## src/design/ckpt_pkg.sv

```systemverilog
// Shared widths, codes, defaults and control types of the checkpoint slot manager.
package ckpt_pkg;

    localparam int STEP_W      = 12;
    localparam int MODE_W      = 3;
    localparam int SLOT_W      = 12;
    localparam int NSTEPS_W    = 13;
    localparam int NEAR_W      = 13;
    localparam int CFG_IDX_W   = 2;
    localparam int CFG_DATA_W  = 13;
    localparam int IN_DATA_W   = 16;
    localparam int OUT_DATA_W  = 48;
    localparam int OUT_PAD_W   = OUT_DATA_W - (1 + 1 + SLOT_W + 1 + SLOT_W + 1 + 1 + NEAR_W);

    // Default step capacity and the reach of the step field.
    localparam int MAX_STEPS_DEF = 4096;
    localparam int STEP_SPACE    = 2 ** STEP_W;

    // The mark store is organized in rows of ROW_W marks.
    localparam int ROW_W  = 64;
    localparam int ROW_BW = 6;

    localparam logic [STEP_W-1:0]   MIN_INTERVAL    = 12'd3;
    localparam logic [NSTEPS_W-1:0] NUM_STEPS_RST   = 13'd4096;
    localparam logic [STEP_W-1:0]   INTERVAL_RST    = 12'd3;
    localparam logic [SLOT_W-1:0]   BASE_RST        = 12'd0;
    localparam logic [NEAR_W-1:0]   NEAR_NONE       = 13'h1FFF;

    // Request modes.
    localparam logic [MODE_W-1:0] MODE_SAVE_PAIR    = 3'd0;
    localparam logic [MODE_W-1:0] MODE_RESTORE_PAIR = 3'd1;
    localparam logic [MODE_W-1:0] MODE_SAVE_STEP    = 3'd2;
    localparam logic [MODE_W-1:0] MODE_GET_STEP     = 3'd3;
    localparam logic [MODE_W-1:0] MODE_QUERY        = 3'd4;
    localparam logic [MODE_W-1:0] MODE_CLEAR        = 3'd5;

    // Configuration register indexes.
    localparam logic [CFG_IDX_W-1:0] CFG_NUM_STEPS = 2'd0;
    localparam logic [CFG_IDX_W-1:0] CFG_INTERVAL  = 2'd1;
    localparam logic [CFG_IDX_W-1:0] CFG_BASE      = 2'd2;

    // Control strobes from the sequencer to the mark store.
    typedef struct packed {
        logic rd_en;
        logic wr_en;
        logic clear;
    } ckpt_mem_ctl_t;

endpackage

```

## src/design/ckpt_div.sv

```systemverilog
// Radix-2 restoring divider: one quotient bit per cycle for step / interval.
module ckpt_div
    import ckpt_pkg::*;
(
    input  logic              clk,
    input  logic              rst_n,
    input  logic              start,
    input  logic [STEP_W-1:0] dividend,
    input  logic [STEP_W-1:0] divisor,
    output logic              done,
    output logic [STEP_W-1:0] quo,
    output logic [STEP_W-1:0] rem
);

    localparam int CNT_W = $clog2(STEP_W);

    logic              busy_reg, busy_next;
    logic              done_reg, done_next;
    logic [CNT_W-1:0]  cnt_reg, cnt_next;
    logic [STEP_W-1:0] quo_reg, quo_next;
    logic [STEP_W-1:0] rem_reg, rem_next;
    logic [STEP_W-1:0] dvs_reg, dvs_next;
    logic [STEP_W:0]   trial;
    logic              fits;

    // The partial remainder with the next dividend bit shifted in.
    assign trial = {rem_reg, quo_reg[STEP_W-1]};
    assign fits  = trial >= {1'b0, dvs_reg};

    always_comb
    begin
        busy_next = busy_reg;
        done_next = 1'b0;
        cnt_next  = cnt_reg;
        quo_next  = quo_reg;
        rem_next  = rem_reg;
        dvs_next  = dvs_reg;
        if (start)
        begin
            busy_next = 1'b1;
            cnt_next  = CNT_W'(STEP_W - 1);
            quo_next  = dividend;
            rem_next  = '0;
            dvs_next  = divisor;
        end
        else if (busy_reg)
        begin
            quo_next = {quo_reg[STEP_W-2:0], fits};
            rem_next = fits ? STEP_W'(trial - {1'b0, dvs_reg}) : trial[STEP_W-1:0];
            cnt_next = cnt_reg - 1'b1;
            if (cnt_reg == '0)
            begin
                busy_next = 1'b0;
                done_next = 1'b1;
            end
        end
    end

    always_ff @(posedge clk or negedge rst_n)
    begin
        if (!rst_n)
        begin
            busy_reg <= 1'b0;
            done_reg <= 1'b0;
            cnt_reg  <= '0;
        end
        else
        begin
            busy_reg <= busy_next;
            done_reg <= done_next;
            cnt_reg  <= cnt_next;
        end
    end

    always_ff @(posedge clk)
    begin
        quo_reg <= quo_next;
        rem_reg <= rem_next;
        dvs_reg <= dvs_next;
    end

    assign done = done_reg;
    assign quo  = quo_reg;
    assign rem  = rem_reg;

endmodule

```

## config.mk

```make
export PLATFORM = sky130hd
export DESIGN_NAME = ckpt_div
export DESIGN_NICKNAME = d
export VERILOG_FILES = /design/src/design/ckpt_pkg.sv /design/src/design/ckpt_div.sv
export SDC_FILE = /design/constraint.sdc
export NUM_CORES = 1
export LEC_CHECK = 0
export BUFFER_PORTS_ARGS = -buffer_cell sky130_fd_sc_hd__buf_2
export CAP_MARGIN = 20
export CORE_MARGIN = 3
export CORE_UTILIZATION = 31
export CTS_BUF_LIST = sky130_fd_sc_hd__clkbuf_4 sky130_fd_sc_hd__clkbuf_8
export DETAILED_ROUTE_END_ITERATION = 8
export PLACE_DENSITY = 0.48
export RECOVER_POWER = 25
export REMOVE_ABC_BUFFERS = 1
export SLEW_MARGIN = 0
export SYNTH_ARGS = -nofsm -noshare
export SYNTH_HDL_FRONTEND = slang
export SYNTH_SLANG_ARGS = --single-unit
```

## constraint.sdc

```tcl
create_clock -name clk -period 3.06 [get_ports clk]
set_clock_uncertainty 0.05 [all_clocks]
set_input_delay 0.459 -clock clk [delete_from_list [all_inputs] [get_ports clk]]
set_output_delay 0.459 -clock clk [all_outputs]
set_load 0.02 [all_outputs]
```

Word level (Yosys, flattened, before mapping) --
Cells that the tools add are included.
Operators by class: $add $sub $neg 2, $lt $le $gt $ge 1, multiplexer cells 11, reductions and logical operators 2
Operator list (count):
- 2-to-1 mux 12 bit | 3
- >= comparator 13 x 12 -> 1 bit | 1
- subtractor 12 bit | 1
- 2-to-1 mux 4 bit | 2
- 2-to-1 mux 1 bit | 6
- logical NOT 4 bit | 1
- subtractor 4 x 1 -> 4 bit, second input constant | 1
- nonzero test 2 bit | 1
Word-level totals: input port bits 27, bits in registers 42, word-level logic and storage cells 22, output and inout bits 25

Longest topological paths before layout --
depth in word-level cells 4, gate-level depth with buffers 9, mapped depth without buffers 9

Worst setup path after synthesis --
OpenSTA, ideal clock, no wires.
path type register -> register, start point register rem_reg[5], in the netlist rem[5], end point register rem_reg[11], in the netlist rem[11], path slack 0.753 ns, library setup time 0.134 ns, arrival time 2.123 ns, buffers on the path 0, period minus slack after synthesis 2.307 ns, stages on the path, launching flop included 8, data required time 2.876 ns, cell sequence dfxtp_1 -> ha_1 -> a21o_1 -> a221o_1 -> a31o_1 -> or3_1 -> a32oi_1 -> a211oi_1
Between the ends: cells in the longest elaborated chain, start to end 2, elaborated cells between the ends (all ways) 3, those cells by class add/sub (1); order compare (1); mux (1)
Ends and longest elaborated chain:
- from (decl) | RTL line ckpt_div.sv:21 | logic [STEP_W-1:0] rem_reg, rem_next;
- from (signal assigned) | RTL line ckpt_div.sv:78 | rem_reg <= rem_next;
- subtractor 12 bit / >= comparator 13 x 12 -> 1 bit (equally long branches) | RTL line ckpt_div.sv:49, ckpt_div.sv:28
- 2-to-1 mux 12 bit (*) | RTL line ckpt_div.sv:49 | rem_next = fits ? STEP_W'(trial - {1'b0, dvs_reg}) : trial[STEP_W-1:0];
Mark *: on every way between the ends. The rest lies on a longest branch, timed or not. A chain may end at the register's enable or synchronous reset.

Worst setup path after layout --
start point register busy_reg, end point register quo_reg[0], in the netlist quo[0] (enable)
Between the ends: cells in the longest elaborated chain, start to end 1
Ends and longest elaborated chain:
- from (decl) | RTL line ckpt_div.sv:17 | logic busy_reg, busy_next;
- from (signal assigned) | RTL line ckpt_div.sv:69 | busy_reg <= busy_next;
- nonzero test 2 bit (no source line)
- to (signal assigned) | RTL line ckpt_div.sv:77 | quo_reg <= quo_next;
- to (decl) | RTL line ckpt_div.sv:20 | logic [STEP_W-1:0] quo_reg, quo_next;
No other way between the ends.

==> flow_summary.toml <==
[timing]
setup_violations = 0
min_period_over_period_pct = 84.6
fmax_ghz = 0.386
setup_ws_ns = 0.472
hold_ws_ns = 0.275
slew_headroom_pct = -27.8
tightest_slew_ns = 1.92
tns_ns = 0
slew_viol_final = 36
rsz0062_at_grt = "no"
fin_crit_ns = 2.59
hold_viol_final = 0

[setup_path]
max_stage_delay_ns = 0.81
r2r_setup_slack_ns = 0.47
path_class = "flop to flop"
arrival_ns = 2.48
cp-end-kind = "flop"
crit_fanout = 23
crit_chain = "clkbuf_1 > inv_1 > nand2_1"
required_ns = 2.95
crit_path_start_kind = "flop"
critPathSlowestCell = "clkbuf_1"
crit_family = "buffers and inverters"
path_buf_inv = 2

[clock_tree]
cts_buffer_depth = 2
post_cts_buffers = 0
clk_pin_slew_ns = 0.09
cts_tree = "done"
numCtsBuffers = 5
clk_latency_ns = 0.30
cts_sinks = 42
hold_buffers = 1
htree_levels = 2
root_buffer = "clkbuf_8"
cts_resized = 0

[grt]
grt_usage_pct = 13.1
met1_usage_pct = 18.2
antenna_found_initial = 0
first_global_vias = 1718
grtUsageMet2_pct = 19.8
grt_use_met3_pct = 3.69
grt_start_max_net_pins = 36
grt_pass1_wl_mm = 8.71
top_usage_layer = "met2"
overflow = 0

[logic_synthesis]
synth_area_per_cell_um2 = 10.4
ys.warnings.count = 0
synth_top_area_cell = "edfxtp_1"
synth-seq-area-share_pct = 48.6
synth_edf_count = 24
post-synth-top-area-fraction_pct = 31.5
synth_area_leaders = "edfxtp_1 (32%), dfxtp_1 (11%), ha_1 (7.7%)"
yosysUniqueCellTypes = 44
async_flop_share_pct = 14.3
synthCells = 219
ys_seq_elements = 42
synth_flop_cell = "edfxtp_1"
syn_area_um2 = 2290

[layout]
final-seq-area_um2 = 1110
fillerInstances = 744
layout_commonest_cell = "buf_2"
layout_common_cells = "buf_2 (50), edfxtp_1 (24), nand2_1 (23)"
multi_input_area_um2 = 1080
drive_above_1_share_pct = 28.5
diodes = 0
area_growth_syn_to_layout_pct = 21.0
layout.nets = 315

[outcome]
status = "complete, but fails checks"
violations = "max-capacitance violations, max-slew violations"

[placement]
io_buffers = 51
pre_cts_ws_ns = 0.573
dp_hpwl_mm = 3.61
gp_congestion = 0.838

[floorplanning]
fp.dieH_um = 91.9
start_util_pct = 32.7
rows = 30
die_w_um = 91.9
core_area_um2 = 6980
die_area_um2 = 8440
io-pin-count = 52

[drt]
num_vias = 1751
vias_per_cell = 4.73
drtAntennaViolNets = 0
first_pass_iters = 4
wl_per_cell_um = 14.0
routed_wirelength_mm = 5.18
drcViolationCount = 0
drt_iter0_markers = 102

[min_path]
hold_class = "primary input to flop"

[run]
cap_violations = 1

[power]
vdd_drop_max_uv = 228
leakage_nw = 1.26
power_density_nw_per_um2 = 482
[area by class of cell]
cell class                      instances  area share (%)
Clock buffer                            6            2.76
Inverter                               17            2.31
Sequential cell                        42            40.2
Timing Repair Buffer                   55            10.1
Tap cell                               96            4.34
Clock inverter                          2            1.36
Multi-Input combinational cell        152            39.0
[stage by stage]
step                util [%]  std cells  power (mW)  area, µm²
finish                  39.6        370        1.33       2770
global route            39.6        370        1.41       2770
floorplan                  -        211       0.818       2250
global placement        38.0        361       0.892       2650
detailed placement      38.0        361       0.894       2650
CTS                     39.7        370        1.35       2770
[cells in the mapped netlist, types with 2 or more instances]
master	number
edfxtp_1	24
nand2_1	23
nor2_1	18
inv_1	17
ha_1	14
mux2_2	13
dfxtp_1	12
a21oi_1	10
o21ai_0	8
a211oi_1	7
clkbuf_1	7
dfrtp_1	6
a21o_1	5
nand3_1	5
xnor2_1	5
a311oi_1	4
xor2_1	4
and3_1	3
nor3_1	3
or3_2	3
a31oi_1	2
a41oi_1	2
nor2b_1	2
o21a_1	2
[per-layer routing]
layer  routed length [µm]  vias to the layer above
met5                    0                        -
met4                   68                        0
met3                  247                        5
met2                 2220                       32
met1                 2640                      812
li1                     -                      902
[cell families after synthesis]
family,after synthesis,synth area share (%)
mux,14,6.90
simple gates,62,12.2
flops,42,48.6
fa+ha+maj,15,8.54
compound gates,52,16.0
buf+inv,25,4.27
xor+xnor,9,3.45
[path summary, 6_finish.rpt]
path	startpoint	end	depth (start not counted)
max	busy_reg	quo[0]	3
min	divisor[0]	dvs_reg[0]	1
max reg2reg	busy_reg	quo[0]	3
min reg2reg	rem[4]	rem[5]	2
max in group asynchronous	rst_n	cnt_reg[1]	2
min in group asynchronous	rst_n	cnt_reg[3]	2
[power by group]
group	internal [mW]	switching [mW]
Combinational	0.0968	0.124
Clock	0.253	0.200
Sequential	0.640	0.0201
Note: power is estimated with default switching activity, not from simulation.
