--- src/design/ckpt_pkg.sv ---
// Shared widths, codes, defaults and control types of the checkpoint slot manager.
package ckpt_pkg;

    localparam int STEP_W      = 12;
    localparam int MODE_W      = 3;
    localparam int SLOT_W      = 12;
    localparam int NSTEPS_W    = 13;
    localparam int NEAR_W      = 13;
    localparam int CFG_IDX_W   = 2;
    localparam int CFG_DATA_W  = 13;
    localparam int IN_DATA_W   = 16;
    localparam int OUT_DATA_W  = 48;
    localparam int OUT_PAD_W   = OUT_DATA_W - (1 + 1 + SLOT_W + 1 + SLOT_W + 1 + 1 + NEAR_W);

    // Default step capacity and the reach of the step field.
    localparam int MAX_STEPS_DEF = 4096;
    localparam int STEP_SPACE    = 2 ** STEP_W;

    // The mark store is organized in rows of ROW_W marks.
    localparam int ROW_W  = 64;
    localparam int ROW_BW = 6;

    localparam logic [STEP_W-1:0]   MIN_INTERVAL    = 12'd3;
    localparam logic [NSTEPS_W-1:0] NUM_STEPS_RST   = 13'd4096;
    localparam logic [STEP_W-1:0]   INTERVAL_RST    = 12'd3;
    localparam logic [SLOT_W-1:0]   BASE_RST        = 12'd0;
    localparam logic [NEAR_W-1:0]   NEAR_NONE       = 13'h1FFF;

    // Request modes.
    localparam logic [MODE_W-1:0] MODE_SAVE_PAIR    = 3'd0;
    localparam logic [MODE_W-1:0] MODE_RESTORE_PAIR = 3'd1;
    localparam logic [MODE_W-1:0] MODE_SAVE_STEP    = 3'd2;
    localparam logic [MODE_W-1:0] MODE_GET_STEP     = 3'd3;
    localparam logic [MODE_W-1:0] MODE_QUERY        = 3'd4;
    localparam logic [MODE_W-1:0] MODE_CLEAR        = 3'd5;

    // Configuration register indexes.
    localparam logic [CFG_IDX_W-1:0] CFG_NUM_STEPS = 2'd0;
    localparam logic [CFG_IDX_W-1:0] CFG_INTERVAL  = 2'd1;
    localparam logic [CFG_IDX_W-1:0] CFG_BASE      = 2'd2;

    // Control strobes from the sequencer to the mark store.
    typedef struct packed {
        logic rd_en;
        logic wr_en;
        logic clear;
    } ckpt_mem_ctl_t;

endpackage

--- src/design/ckpt_marks.sv ---
// Stored-marks memory: rows of marks with one row-occupied flag per row.
module ckpt_marks
    import ckpt_pkg::*;
#(
    parameter int MAX_STEPS = MAX_STEPS_DEF,
    localparam int DEPTH    = (MAX_STEPS < STEP_SPACE) ? MAX_STEPS : STEP_SPACE,
    localparam int NUM_ROWS = (DEPTH + ROW_W - 1) / ROW_W,
    localparam int ROW_AW   = (NUM_ROWS > 1) ? $clog2(NUM_ROWS) : 1,
    localparam int ROWS     = 2 ** ROW_AW
)(
    input  logic              clk,
    input  logic              rst_n,
    input  ckpt_mem_ctl_t     ctl,
    input  logic [ROW_AW-1:0] rd_row,
    input  logic [ROW_AW-1:0] wr_row,
    input  logic [ROW_W-1:0]  wr_data,
    output logic [ROW_W-1:0]  rd_data,
    output logic [ROWS-1:0]   occupied
);

    logic [ROW_W-1:0] mem [ROWS];
    logic [ROW_W-1:0] rd_data_reg;
    logic             rd_occ_reg;
    logic [ROWS-1:0]  occ_reg, occ_next;

    // A row whose flag is clear reads as all zero, whatever the memory holds.
    always_comb
    begin
        occ_next = occ_reg;
        if (ctl.clear)
        begin
            occ_next = '0;
        end
        else if (ctl.wr_en)
        begin
            occ_next[wr_row] = 1'b1;
        end
    end

    always_ff @(posedge clk or negedge rst_n)
    begin
        if (!rst_n)
        begin
            occ_reg <= '0;
        end
        else
        begin
            occ_reg <= occ_next;
        end
    end

    always_ff @(posedge clk)
    begin
        if (ctl.wr_en)
        begin
            mem[wr_row] <= wr_data;
        end
    end

    always_ff @(posedge clk)
    begin
        if (ctl.rd_en)
        begin
            rd_data_reg <= mem[rd_row];
            rd_occ_reg  <= occ_reg[rd_row];
        end
    end

    assign rd_data  = rd_occ_reg ? rd_data_reg : '0;
    assign occupied = occ_reg;

endmodule

--- config.mk ---
export PLATFORM = sky130hd
export DESIGN_NAME = ckpt_marks
export DESIGN_NICKNAME = d
export VERILOG_FILES = /design/src/design/ckpt_pkg.sv /design/src/design/ckpt_marks.sv
export SDC_FILE = /design/constraint.sdc
export NUM_CORES = 2
export LEC_CHECK = 0
export BUFFER_PORTS_ARGS = -buffer_cell sky130_fd_sc_hd__buf_2
export CAP_MARGIN = 10
export CORE_UTILIZATION = 43
export DETAILED_ROUTE_END_ITERATION = 10
export SYNTH_ARGS = -nofsm -noshare
export SYNTH_HDL_FRONTEND = slang
export SYNTH_SLANG_ARGS = --single-unit
--- constraint.sdc ---
create_clock -name clk -period 2.35 [get_ports clk]
set_input_delay 0.5875 -clock clk [delete_from_list [all_inputs] [get_ports clk]]
set_output_delay 0.5875 -clock clk [all_outputs]
set_load 0.005 [all_outputs]
# After elaboration in Yosys (flattened, before gate mapping)
# Memory sizes are Yosys's and may differ from the RTL's. A register that Yosys moved wholly into a read port is not among the register bits.
# Index checks and enable logic that the tools add are counted.
# W data, S select, Z words.
[word_totals]
out_inout_bits = 128
wordCells = 18
ramBits = 4096
inputBits = 81
memories = 1
register_bits = 65
[classes]
n_lt_le_gt_ge = 3
reduce_logical = 2
bitwise_logic = 1
mux = 9
[memory_table]
columns = ["name", "words", "width", "rd", "rd_clocked_by_memory_dff", "write_ports", "line", "text"]
rows = [
  ["mem", 64, 64, 1, 1, 1, "ckpt_marks.sv:21", "logic [ROW_W-1:0] mem [ROWS];"],
]
[ops]
columns = ["operator", "n"]
rows = [
  ["$mux W64", 3],
  ["$or A64 B64 Y64", 1],
  ["$lt A6 B7 Y1 const B", 2],
  ["$bmux W1 S6", 1],
  ["$demux W1 S6", 1],
  ["$ge A6 B1 Y1 const B", 1],
  ["$mux W1", 4],
  ["$reduce_bool A2 Y1", 1],
  ["$logic_and A1 B1 Y1", 1],
]

# Logic depth before layout (Yosys ltp)
[depth]
ltp_word = 7
depth_mapped = 9
mapped_depth_nobuf = 4

# Worst setup path before layout
# No wires, ideal clock.
[synth_timing]
path_kind = "input port to flip-flop"
startpoint = "input port ctl[1] in the netlist's numbering"
endpoint = "memory mem[48][0] (enable)"
arrival_time_ps = 7214
path_buffers = 1
cell_stages = 3
required_time_ps = 1702
slack_ps = -5512
setup_ps = 648
path_cell_list = "clkbuf_1 -> nand4b_1 -> nor4_1"
[synth_between]
elab_chain_len = 2
[synth_lines]
columns = ["element", "line", "text"]
rows = [
  ["start, declared", "ckpt_marks.sv:13", "input ckpt_mem_ctl_t ctl,"],
  ["$mux W1", "ckpt_marks.sv:54", "if (ctl.wr_en)"],
  ["$mux W1 (implied by the code)", "ckpt_marks.sv:56", "mem[wr_row] <= wr_data;"],
  ["end, declared", "ckpt_marks.sv:21", ""],
]
# Every way passes these cells.

# Worst setup path in the final report
[layout_timing]
startpoint = "register rd_occ_reg"
endpoint = "output port rd_data[37]"
[layout_between]
elab_chain_len = 1
[layout_lines]
columns = ["element", "line", "text"]
rows = [
  ["start, declared", "ckpt_marks.sv:23", "logic rd_occ_reg;"],
  ["start signal, assigned", "ckpt_marks.sv:65", "rd_occ_reg <= occ_reg[rd_row];"],
  ["$mux W64", "ckpt_marks.sv:69", "assign rd_data = rd_occ_reg ? rd_data_reg : '0;"],
  ["end, declared", "ckpt_marks.sv:17", "output logic [ROW_W-1:0] rd_data,"],
]
# Every way passes these cells.

==> flow_summary.ini <==
[run_status]
status = finished, violations left
violations = negative setup slack

[layout]
nets = 8274
syn_to_final_growth_pct = 21.8
mostFrequentLayoutCells = edfxtp_1 (4,161), mux4_2 (1,039), buf_4 (614), buf_12 (521), clkbuf_16 (429)
layout_commonest_cell = edfxtp_1
largest_register_ff_count = 4096
drive_above_1_share_pct = 36.3
fillers = 28100
finalCoreUtilization_pct = 52.6
regArea_mm2 = 0.127
multiInputGateArea_mm2 = 0.0317

[sta]
finalSetupTns_ns = -21.86
finalHoldViolCount = 0
finClkSkew_ns = 0.0601
clock.fmax_mhz = 364
worst_slew_pin_slew_ns = 1.04
slew-limit-headroom_pct = 30.6
finalCriticalPeriod_ns = 2.74
timing.final.ws_setup_ns = -0.394
drv_slew = 0
hold_slack_ns = 0.0822
rsz0062_at_grt = true
setup_viol = 64
period_share_pct = 117

[hold_path]
worstHoldStart = wr_data[37]
hp-class = in -> reg
whs_path_depth = 1

[detailed_routing]
drc_errors = 0
wl_per_cell_um = 36.9
drt-total-wl_mm = 498
final_antenna_net_count = 0
via_per_inst = 6.15
drtPass1Iterations = 6
vias = 83200
drt_iter0_markers = 11600

[place]
gp_congestion = 0.841
port_buffers = 208
place_hpwl_mm = 317

[floorplan]
die-area_mm2 = 0.373
die_w_um = 611
ios = 209
fp.coreArea_mm2 = 0.369
die_h_um = 611
row_count = 223
start_util_pct = 43.2

[critical_path]
critPathSlowestCell = edfxtp_1
startpoint = rd_occ_reg
r2r-end = rd_occ_reg
critPathLaunchType = register
path_max_fanout = 13
path_class = reg -> out
max_stage_delay_ns = 0.41
crit_arrival_ns = 2.16
timing.critical_path.cells = buf_6 > buf_12 > buf_16 > and2_4 > buf_6
reg2reg_from = occupied[55]
end_kind = output port
cp.required_ns = 1.76
crit_end = rd_data[37]
cp.buffers_inverters = 4
r2r_setup_slack_ns = 0.26
path_depth = 5
crit_family = buffers and inverters
cpMostUsedCell = buf_6
ff2ff_path_depth = 5

[power]
p_per_area_mw_per_mm2 = 814
finalPower_uw = 158000
vdd_drop_max_mv = 0.649
p_leak_uw = 0.0629

[cts]
root_buffer = clkbuf_16
cts_buffer_depth = 4
clock-sinks = 4225
clkLatencyLatePin_ns = 0.97
htreeDepth = 5
cts_inserted_buffers = 424
path_clk_slew_ns = 0.06
cts_tree = done

[yosys]
ys_types = 36
synthCells = 6821
ys.flop_type = edfxtp_1
yosysWarnings = 0
ys_ff_latch = 4225
ys_async_sr_fraction_pct = 1.51
synth.net_count = 6902
synth_area_mm2 = 0.159
synth-seq-area-share_pct = 79.4
avgSynthCellArea_um2 = 23.4
synth_edf_count = 4161

[global_routing]
grt_max_degree = 65
antenna_found_initial = 13
grtUsageTotal_pct = 26.5
grt_first_pass_wirelength_mm = 684
gr-total-overflow = 0
grt_pass1_vias = 84200

[job]
drv_cap = 0
-- worst register-to-register path: cells and delay by family (launching register included) --
kind	cells	cell delay, ns
mux	1	0.55
flops	1	0.42
compound gates	3	0.66
buf+inv	1	0.21
-- stage by stage --
stage               area, µm²  instances  worst slack [ns]
floorplan              160000       6821             -1.42
global placement       180000      12700            -0.603
detailed placement     180000      12700            -0.616
CTS                    194000      13500            -0.447
global route           194000      13500            -0.452
finish                 194000      13500            -0.394
-- per-layer routing --
layer	up-vias	global-route usage (%)	wire, µm
li1	32300	-	-
met2	4587	44.3	247000
met4	4	8.63	17900
met5	-	0	26
met1	45500	35.8	191000
met3	804	4.06	42700
-- final cells by class --
cell class,instances,area share [%]
clock inverters,254,1.16
repair buffers,1346,8.40
flip-flops and latches,4225,65.2
multi-input cells,2192,16.3
diodes,14,0.0180
inverters,4,0.00773
well taps,4950,3.19
clock buffers,527,5.73
-- kinds of logic (layout without fill, tap and decap cells) --
| family | Yosys count | count (layout) | synth area share, % |
|---|---|---|---|
| other cells | 0 | 14 | 0 |
| buf+inv | 404 | 2131 | 1.17 |
| mux | 1136 | 1136 | 15.3 |
| compound gates | 588 | 588 | 2.80 |
| simple gates | 468 | 468 | 1.40 |
| flops | 4225 | 4225 | 79.4 |
-- repair_timing --
item	in CTS	in global routing
pin swaps	0	0
endpoints found under the hold margin	70	0
cloned	2	2
hold buffers	2	0
endpoints found under the setup margin	64	64
setup buffers	4	1
resized for setup	31	39
-- cells in the mapped netlist (2+ instances only) --
library cell / number / area [µm²]
buf_1: 31 / 116
a22oi_1: 260 / 1950
mux4_2: 1039 / 23400
nand4bb_1: 3 / 33.8
mux2_2: 2 / 22.5
a211oi_1: 63 / 473
or2_2: 4 / 25.0
clkbuf_1: 154 / 578
buf_2: 185 / 926
nand4b_1: 4 / 35.0
o22ai_1: 99 / 619
o211a_1: 65 / 651
inv_1: 3 / 11.3
dfrtp_1: 64 / 1600
o221ai_1: 65 / 569
nand2b_1: 6 / 37.5
nor2_1: 224 / 841
or3_1: 3 / 18.8
edfxtp_1: 4161 / 125000
mux2i_1: 95 / 951
nor3_1: 4 / 20.0
a31oi_1: 4 / 25.0
nand3b_1: 3 / 22.5
nand3_1: 131 / 656
or3b_2: 5 / 43.8
a221oi_1: 3 / 26.3
and2_1: 67 / 419
nor2b_1: 6 / 37.5
buf_4: 30 / 225
nand2_1: 4 / 15.0
a21oi_1: 29 / 145
-- worst min-delay path by stage --
| stage | endpoint | slack [ns] |
|---|---|---|
| after floorplan | occupied[0] | 0.29 |
| after global placement | occupied[44] | 0.50 |
| after detailed placement | occupied[45] | 0.51 |
| after CTS | mem[30][37] | 0.005 |
| after global routing | mem[31][37] | 0.06 |
| final | mem[31][37] | 0.08 |
-- where the power goes --
part | switching [µW] | internal [µW]
clock | 28900 | 36800
sequential | 283 | 83400
combinational | 4970 | 3630
Note: power is estimated with default switching activity, not from simulation.
